### src/rtl/avdc_pkg.sv
`default_nettype none
// ----------------------------------------------------------------------------
// Averaged IR distance converter package
// Widths, register indexes, reset values and status codes shared by the
// converter RTL.
// ----------------------------------------------------------------------------
package avdc_pkg;

  localparam int SAMPLE_BITS = 10;

  // Configuration port
  localparam int CFG_W     = 16;
  localparam int CFG_IDX_W = 3;

  // Register widths
  localparam int COUNT_W = 8;
  localparam int ADC_W   = 10;
  localparam int DLIM_W  = 16;
  localparam int NUM_W   = 16;

  // Datapath widths
  localparam int SUM_W    = SAMPLE_BITS + COUNT_W;
  localparam int DVS_W    = (SAMPLE_BITS > ADC_W) ? SAMPLE_BITS : ADC_W;
  localparam int DVD_W    = (SUM_W > NUM_W) ? SUM_W : NUM_W;
  localparam int CNT_W    = $clog2(DVD_W);
  localparam int DIST_W   = 17;
  localparam int STATUS_W = 2;

  // Stream payload widths, padded to whole bytes
  localparam int IN_DATA_W  = ((SAMPLE_BITS + 7) / 8) * 8;
  localparam int OUT_FLD_W  = STATUS_W + DIST_W + SAMPLE_BITS;
  localparam int OUT_DATA_W = ((OUT_FLD_W + 7) / 8) * 8;

  // Register indexes
  localparam logic [CFG_IDX_W-1:0] REG_SAMPLES   = 3'd0;
  localparam logic [CFG_IDX_W-1:0] REG_ADC_LOW   = 3'd1;
  localparam logic [CFG_IDX_W-1:0] REG_ADC_HIGH  = 3'd2;
  localparam logic [CFG_IDX_W-1:0] REG_DIST_LOW  = 3'd3;
  localparam logic [CFG_IDX_W-1:0] REG_DIST_HIGH = 3'd4;
  localparam logic [CFG_IDX_W-1:0] REG_NUMERATOR = 3'd5;
  localparam logic [CFG_IDX_W-1:0] REG_OFFSET    = 3'd6;

  // Reset values
  localparam logic [COUNT_W-1:0] RST_SAMPLES   = 8'd16;
  localparam logic [ADC_W-1:0]   RST_ADC_LOW   = 10'd60;
  localparam logic [ADC_W-1:0]   RST_ADC_HIGH  = 10'd900;
  localparam logic [DLIM_W-1:0]  RST_DIST_LOW  = 16'd20;
  localparam logic [DLIM_W-1:0]  RST_DIST_HIGH = 16'd80;
  localparam logic [NUM_W-1:0]   RST_NUMERATOR = 16'd4800;
  localparam logic [ADC_W-1:0]   RST_OFFSET    = 10'd20;

  typedef enum logic [STATUS_W-1:0] {
    STATUS_OK      = 2'd0,
    STATUS_INVALID = 2'd1,
    STATUS_RANGE   = 2'd2
  } status_t;

endpackage
`default_nettype wire

### src/rtl/averaged_ir_distance_converter_unit.sv
`default_nettype none
// ----------------------------------------------------------------------------
// Averaged IR distance converter
// Averages a configured number of converter samples and turns the mean into
// a distance reading through an inverse curve, with window checks.
// ----------------------------------------------------------------------------
// A sample that does not close a reading is taken in the idle state, and the next
// sample may follow at once. The sample that closes a reading holds off input
// while one shared restoring divider, one quotient bit per cycle over an
// 18-bit shift register, first divides the sum by the sample count and then
// the curve numerator by (mean - offset), with in_tready low throughout; the
// distance division is skipped when the mean is outside the valid window or
// at or below the offset, and both are skipped when the sample count is zero.
// The done state also waits while a previous reading still sits in the output
// register. Readings carry status 0 ok, 1 mean outside the valid window,
// 2 distance out of range; distance is -1 when the mean is at or below the
// offset and 0 when the mean is invalid.
module averaged_ir_distance_converter_unit (
  input  wire logic                              clk,
  input  wire logic                              rst_n,
  // configuration
  input  wire logic                              cfg_we,
  input  wire logic [avdc_pkg::CFG_IDX_W-1:0]    cfg_index,
  input  wire logic [avdc_pkg::CFG_W-1:0]        cfg_wdata,
  // samples
  input  wire logic                              in_tvalid,
  output logic                                   in_tready,
  input  wire logic [avdc_pkg::IN_DATA_W-1:0]    in_tdata,   // sample
  // readings
  output logic                                   out_tvalid,
  input  wire logic                              out_tready,
  output logic [avdc_pkg::OUT_DATA_W-1:0]        out_tdata   // status, distance, mean_sample
);
  import avdc_pkg::*;

  typedef enum logic [2:0] {
    S_IDLE,
    S_DIV_MEAN,
    S_EVAL,
    S_DIV_DIST,
    S_DONE
  } state_t;

  // configuration registers
  logic [COUNT_W-1:0] spr_r;
  logic [ADC_W-1:0]   adc_low_r;
  logic [ADC_W-1:0]   adc_high_r;
  logic [DLIM_W-1:0]  dist_low_r;
  logic [DLIM_W-1:0]  dist_high_r;
  logic [NUM_W-1:0]   numerator_r;
  logic [ADC_W-1:0]   offset_r;

  state_t                  state_r;
  logic [SUM_W-1:0]        sum_r;
  logic [COUNT_W-1:0]      taken_r;
  logic [DVS_W-1:0]        rem_r;
  logic [DVD_W-1:0]        quo_r;
  logic [DVS_W-1:0]        dvs_r;
  logic [CNT_W-1:0]        cnt_r;
  logic [SAMPLE_BITS-1:0]  mean_r;
  logic signed [DIST_W-1:0] dist_r;
  logic                    invalid_r;
  logic                    out_tvalid_r;
  logic [OUT_DATA_W-1:0]   out_tdata_r;

  logic                    in_acc;
  logic [SUM_W-1:0]        sum_nxt;
  logic [COUNT_W-1:0]      taken_nxt;
  logic                    close_rd;
  logic [DVS_W:0]          trial;
  logic                    fits;
  logic [DVS_W-1:0]        rem_nxt;
  logic [DVD_W-1:0]        quo_nxt;
  logic [DVS_W-1:0]        mean_ext;
  logic                    mean_bad;
  logic                    mean_low;
  logic                    out_free;
  status_t                 status;

  assign in_tready  = (state_r == S_IDLE);
  assign in_acc     = in_tvalid && in_tready;
  assign out_tvalid = out_tvalid_r;
  assign out_tdata  = out_tdata_r;
  assign out_free   = !out_tvalid_r || out_tready;

  assign sum_nxt   = sum_r + SUM_W'(in_tdata[SAMPLE_BITS-1:0]);
  assign taken_nxt = taken_r + COUNT_W'(1);
  assign close_rd  = (taken_nxt == '0) || (taken_nxt >= spr_r);

  // one restoring division step: shift in the next dividend bit, subtract if it fits
  assign trial   = {rem_r, quo_r[DVD_W-1]};
  assign fits    = (trial >= {1'b0, dvs_r});
  assign rem_nxt = fits ? DVS_W'(trial - {1'b0, dvs_r}) : trial[DVS_W-1:0];
  assign quo_nxt = {quo_r[DVD_W-2:0], fits};

  assign mean_ext = DVS_W'(mean_r);
  assign mean_bad = (mean_ext < DVS_W'(adc_low_r)) || (mean_ext > DVS_W'(adc_high_r));
  assign mean_low = (mean_ext <= DVS_W'(offset_r));

  always_comb begin
    priority if (invalid_r) begin
      status = STATUS_INVALID;
    end else if (dist_r[DIST_W-1] || (dist_r[DLIM_W-1:0] < dist_low_r)
                 || (dist_r[DLIM_W-1:0] > dist_high_r)) begin
      status = STATUS_RANGE;
    end else begin
      status = STATUS_OK;
    end
  end

  always_ff @(posedge clk) begin
    if (!rst_n) begin
      spr_r       <= RST_SAMPLES;
      adc_low_r   <= RST_ADC_LOW;
      adc_high_r  <= RST_ADC_HIGH;
      dist_low_r  <= RST_DIST_LOW;
      dist_high_r <= RST_DIST_HIGH;
      numerator_r <= RST_NUMERATOR;
      offset_r    <= RST_OFFSET;
    end else if (cfg_we) begin
      unique case (cfg_index)
        REG_SAMPLES:   spr_r       <= cfg_wdata[COUNT_W-1:0];
        REG_ADC_LOW:   adc_low_r   <= cfg_wdata[ADC_W-1:0];
        REG_ADC_HIGH:  adc_high_r  <= cfg_wdata[ADC_W-1:0];
        REG_DIST_LOW:  dist_low_r  <= cfg_wdata[DLIM_W-1:0];
        REG_DIST_HIGH: dist_high_r <= cfg_wdata[DLIM_W-1:0];
        REG_NUMERATOR: numerator_r <= cfg_wdata[NUM_W-1:0];
        REG_OFFSET:    offset_r    <= cfg_wdata[ADC_W-1:0];
        default: ;
      endcase
    end
  end

  always_ff @(posedge clk) begin
    if (!rst_n) begin
      state_r      <= S_IDLE;
      sum_r        <= '0;
      taken_r      <= '0;
      out_tvalid_r <= 1'b0;
    end else begin
      // the done state reloads the output register itself
      if (out_tvalid_r && out_tready && state_r != S_DONE) begin
        out_tvalid_r <= 1'b0;
      end
      unique case (state_r)
        S_IDLE: begin
          if (in_acc) begin
            invalid_r <= 1'b0;
            dist_r    <= '0;
            if (spr_r == '0 || (close_rd && taken_nxt == '0)) begin
              // zero count: reading with mean 0, sample dropped
              sum_r   <= '0;
              taken_r <= '0;
              mean_r  <= '0;
              state_r <= S_EVAL;
            end else if (close_rd) begin
              sum_r   <= '0;
              taken_r <= '0;
              quo_r   <= DVD_W'(sum_nxt);
              dvs_r   <= DVS_W'(taken_nxt);
              rem_r   <= '0;
              cnt_r   <= CNT_W'(DVD_W - 1);
              state_r <= S_DIV_MEAN;
            end else begin
              sum_r   <= sum_nxt;
              taken_r <= taken_nxt;
            end
          end
        end
        S_DIV_MEAN: begin
          rem_r <= rem_nxt;
          quo_r <= quo_nxt;
          cnt_r <= cnt_r - CNT_W'(1);
          if (cnt_r == '0) begin
            mean_r  <= quo_nxt[SAMPLE_BITS-1:0];
            state_r <= S_EVAL;
          end
        end
        S_EVAL: begin
          priority if (mean_bad) begin
            invalid_r <= 1'b1;
            dist_r    <= '0;
            state_r   <= S_DONE;
          end else if (mean_low) begin
            dist_r  <= '1;
            state_r <= S_DONE;
          end else begin
            quo_r   <= DVD_W'(numerator_r);
            dvs_r   <= mean_ext - DVS_W'(offset_r);
            rem_r   <= '0;
            cnt_r   <= CNT_W'(DVD_W - 1);
            state_r <= S_DIV_DIST;
          end
        end
        S_DIV_DIST: begin
          rem_r <= rem_nxt;
          quo_r <= quo_nxt;
          cnt_r <= cnt_r - CNT_W'(1);
          if (cnt_r == '0) begin
            dist_r  <= {1'b0, quo_nxt[DLIM_W-1:0]};
            state_r <= S_DONE;
          end
        end
        S_DONE: begin
          // hold until the output register is free
          if (out_free) begin
            out_tvalid_r <= 1'b1;
            out_tdata_r  <= OUT_DATA_W'({mean_r, dist_r, status});
            state_r      <= S_IDLE;
          end
        end
        default: state_r <= S_IDLE;
      endcase
    end
  end

`ifndef SYNTHESIS
  a_rem_below_divisor: assert property (@(posedge clk) disable iff (!rst_n)
    (state_r == S_DIV_MEAN || state_r == S_DIV_DIST) |-> (rem_r < dvs_r))
    else $error("divider remainder not below divisor");

  a_divisor_nonzero: assert property (@(posedge clk) disable iff (!rst_n)
    (state_r == S_DIV_MEAN || state_r == S_DIV_DIST) |-> (dvs_r != '0))
    else $error("division started with zero divisor");

  a_count_bounded: assert property (@(posedge clk) disable iff (!rst_n)
    taken_r != '1)
    else $error("sample count reached its limit without closing a reading");

  a_invalid_zero_dist: assert property (@(posedge clk) disable iff (!rst_n)
    (out_tvalid && out_tdata[STATUS_W-1:0] == STATUS_INVALID)
      |-> (out_tdata[STATUS_W+DIST_W-1:STATUS_W] == '0))
    else $error("invalid reading carries a nonzero distance");

  a_load_from_done: assert property (@(posedge clk) disable iff (!rst_n)
    $rose(out_tvalid_r) |-> $past(state_r) == S_DONE)
    else $error("reading presented outside the done state");
`endif

endmodule
`default_nettype wire
### config.mk
export PLATFORM = sky130hd
export DESIGN_NAME = averaged_ir_distance_converter_unit
export DESIGN_NICKNAME = d
export VERILOG_FILES = /design/src/rtl/avdc_pkg.sv /design/src/rtl/averaged_ir_distance_converter_unit.sv
export SDC_FILE = /design/constraint.sdc
export NUM_CORES = 1
export LEC_CHECK = 0
export BUFFER_PORTS_ARGS = -buffer_cell sky130_fd_sc_hd__buf_2
export CORE_MARGIN = 3
export CORE_UTILIZATION = 65
export DETAILED_ROUTE_END_ITERATION = 10
export PLACE_DENSITY = 0.82
export SLEW_MARGIN = 20
export SYNTH_ARGS = -nofsm -noshare
export SYNTH_HDL_FRONTEND = slang
export SYNTH_SLANG_ARGS = --single-unit
export TNS_END_PERCENT = 20
### constraint.sdc
create_clock -name clk -period 12.05 [get_ports clk]
set_clock_uncertainty 0.05 [all_clocks]
set_input_delay 0.6025 -clock clk [delete_from_list [all_inputs] [get_ports clk]]
set_output_delay 0.6025 -clock clk [all_outputs]
set_load 0.05 [all_outputs]
==> impl_metrics.sql <==
INSERT INTO impl_metrics (metric_group, metric, value, unit) VALUES
('status', 'outcome', 'complete, no violations', ''),
('routing', 'firstDrtPassIters', '5', ''),
('global_routing', 'grt_start_max_net_pins', '48', ''),
('clocking', 'number_of_gates_given_a_new_drive_strength_after_cts', '0', ''),
('routing', 'route.antenna.remaining_nets', '0', ''),
('synth', 'synth.avg_cell_area', '9.31', 'µm²'),
('synth', 'netlist.area_leader.share', '0.267', ''),
('synth', 'muxShareOfSynthArea', '0.00267', ''),
('layout', 'final_layout_fill_cell_count', '1214', ''),
('place', 'finalWeightedCongestion', '0.915', ''),
('synth', 'synthesis.area', '11200', 'µm²'),
('timing', 'report.final.setup_viol', '0', ''),
('critical_path', 'worst_ep_arrival_time', '3890', 'ps'),
('floorplanning', 'num_rows', '47', ''),
('synth', 'yosysTopAreaCell', 'edfxtp_1', ''),
('pwr', 'power_frac_clock', '0.402', ''),
('routing', 'route.vias.total', '9180', ''),
('place', 'dpl.hpwl', '18900', 'µm'),
('synth', 'synth_sequential_area_ratio', '0.474', ''),
('pwr', 'switching_share', '0.257', ''),
('global_routing', 'grt_first_pass_wirelength', '44300', 'µm'),
('global_routing', 'grt.overflow.total', '0', ''),
('clocking', 'cts_hold_repair.buffers', '0', ''),
('clocking', 'cts_post_setup_buffers_inserted', '0', ''),
('clocking', 'max-clock-path-buffers', '3', ''),
('critical_path', 'setup.worst_path.end_class', 'flip-flop', ''),
('synth', 'post_synth_and_or_nand_nor_area_fraction', '0.156', ''),
('synth', 'syn_inst', '1207', ''),
('pwr', 'vdd.ir_drop.worst', '0.000120', 'V'),
('critical_path', 'timing.critical_path.fanout_max', '33', ''),
('floorplanning', 'io_pins', '74', ''),
('routing', 'detail_route.drc_violations', '0', ''),
('floorplanning', 'placeableCoreArea', '16800', 'µm²'),
('synth', 'yosys_warnings', '0', ''),
('clocking', 'insertion_delay', '520', 'ps'),
('timing', 'timing.final.crit_share', '0.315', ''),
('synth', 'synth_cell_types', '69', ''),
('layout', 'nets', '1394', ''),
('floorplanning', 'chipHeight', '137', 'µm'),
('layout', 'register_area', '5330', 'µm²'),
('layout', 'area_growth', '11.1', '%'),
('routing', 'first_iter_violations', '889', ''),
('routing', 'wl_per_cell', '18.6', 'µm'),
('routing', 'vias_per_cell', '6.12', ''),
('timing', 'fin_crit', '3790', 'ps'),
('floorplanning', 'initial_utilization', '0.670', ''),
('hold_path', 'hold_path.class', 'in -> reg', ''),
('timing', 'highest_attainable_clock_frequency', '0.264', 'GHz'),
('synth', 'synthTopCellsByArea', 'edfxtp_1 27%, dfxtp_1 21%, ha_1 9.9%, nand2_1 7.4%, a21oi_1 5.1%', ''),
('timing', 'max_slew.worst_pin.slew', '1100', 'ps'),
('pwr', 'static-leakage-power', '4.99', 'nW'),
('pwr', 'power_report.internal_total', '1.29', 'mW'),
('synth', 'compound_gate_portion_of_the_synthesized_area', '0.181', ''),
('layout', 'antenna_cells_inserted', '0', ''),
('synth', 'number_of_flops_mapped_to_enable_cells_by_yosys', '100', ''),
('clocking', 'number_of_clock_sinks', '216', ''),
('floorplanning', 'fp.dieW', '137', 'µm'),
('timing', 'setup-tns-final', '0', 'ps'),
('synth', 'yosys.area_share.adder', '0.104', ''),
('clocking', 'ctsHtreeMaxLevel', '1', ''),
('synth', 'largest_family_of_logic_cells_by_synthesized_area', 'compound AO/OA/AOI/OAI gates', ''),
('clocking', 'clk_transition_reported_paths', '60', 'ps'),
('routing', 'route.final.wire_length', '27800', 'µm'),
('timing', 'rsz0062_at_grt', 'false', ''),
('pwr', 'combPwrFrac', '0.126', ''),
('timing', 'timing_hold_violations_final', '0', ''),
('run', 'maxCapViolCount', '0', ''),
('synth', 'postSynthRegisterBits', '216', ''),
('layout', 'mostFrequentLayoutCells', '221 x nand2_1, 116 x dfxtp_1, 115 x a21oi_1', ''),
('clocking', 'clock_tree.root_cell', 'clkbuf_16', ''),
('critical_path', 'worst-setup-path-type', 'reg -> reg', '');
==> synth_stat cells, types with 8 or more instances <==
| master | number |
|---|---|
| and3_1 | 19 |
| a21oi_1 | 115 |
| inv_1 | 99 |
| a211oi_1 | 13 |
| xnor2_1 | 19 |
| a21o_1 | 32 |
| xor2_1 | 19 |
| nand2_1 | 221 |
| nand2b_1 | 10 |
| nor2_1 | 49 |
| clkbuf_1 | 36 |
| nor3_1 | 17 |
| o21ai_0 | 55 |
| nand3_1 | 29 |
| o21a_1 | 12 |
| nor2b_1 | 10 |
| edfxtp_1 | 100 |
| ha_1 | 89 |
| o211ai_1 | 23 |
| dfxtp_1 | 116 |
| a22oi_1 | 8 |
==> worst max-delay path, cell delays in order (launching register included) <==
cell	delay, ps
dfxtp_1	480
ha_1	370
nand3_1	130
xor2_1	250
inv_1	80
ha_1	290
nand3_1	60
o21ai_0	250
o31a_1	270
nand2_1	100
o32a_1	420
a211oi_4	220
buf_4	430
==> registers in the layout (all words and copies together), names as in the netlist, 10 cells and up <==
signal,cells
adc_low_r,10
rem_r,10
dist_low_r,16
quo_r,18
out_tdata,29
sum_r,18
dist_high_r,16
dvs_r,10
adc_high_r,10
offset_r,10
numerator_r,16
mean_ext,10
dist_r,17
==> cells by family (layout without fill, tap and decap cells) <==
logic type	count (synthesis)	count (layout)
flip-flops	216	216
AND/OR/NAND/NOR	392	392
other	1	3
XOR/XNOR	38	38
adder cells (fa/ha/maj)	92	92
multiplexers	3	3
AO/OA/AOI/OAI	317	317
buffers and inverters	148	218
==> final timing paths <==
path                                    start               to  slack (ps)  cells past startpoint
worst min-delay path            cfg_wdata[14]  dist_high_r[14]         310                      3
worst max register to register     taken_r[0]         rem_r[2]        8260                     12
worst max-delay path               taken_r[0]         rem_r[2]        8260                     12
worst min register to register  dist_low_r[1]    dist_low_r[1]         410                      2
==> power groups by stage <==
stage                     registers (mW)  logic, mW  clock network (mW)
after global routing               0.819      0.242               0.733
after floorplan                    0.825      0.154                   0
after CTS                          0.816      0.215               0.704
after detailed placement           0.831      0.210                   0
after global placement             0.830      0.204                   0
final                              0.817      0.219               0.695
==> per-layer routing <==
layer | GRT usage | vias up | wire length (µm)
met4 | 0.105 | 0 | 926
met2 | 0.469 | 474 | 12600
met5 | 0 | - | 0
met3 | 0.0442 | 59 | 2580
li1 | - | 4359 | -
met1 | 0.416 | 4288 | 11700
==> metrics by stage <==
stage / hold slack (ps) / worst slack (ps) / area, µm² / cells / util
finish: 314 / 8260 / 12500 / 1499 / 0.745
global route: 308 / 8030 / 12500 / 1499 / 0.745
CTS: 301 / 8140 / 12500 / 1498 / 0.744
detailed placement: 396 / 8160 / 11700 / 1456 / 0.700
global placement: 389 / 8320 / 11700 / 1456 / 0.700
floorplan: 376 / 6740 / 11200 / 1209 / -
==> area by class of cell <==
type | instances | share of cell area
multi-input combinational | 845 | 0.429
clock buffer | 32 | 0.0530
timing repair buffer | 75 | 0.0326
tap | 220 | 0.0220
clock inverter | 10 | 0.00631
inverter | 101 | 0.0304
sequential | 216 | 0.426
No activity file was read; power rests on OpenSTA's default activity.
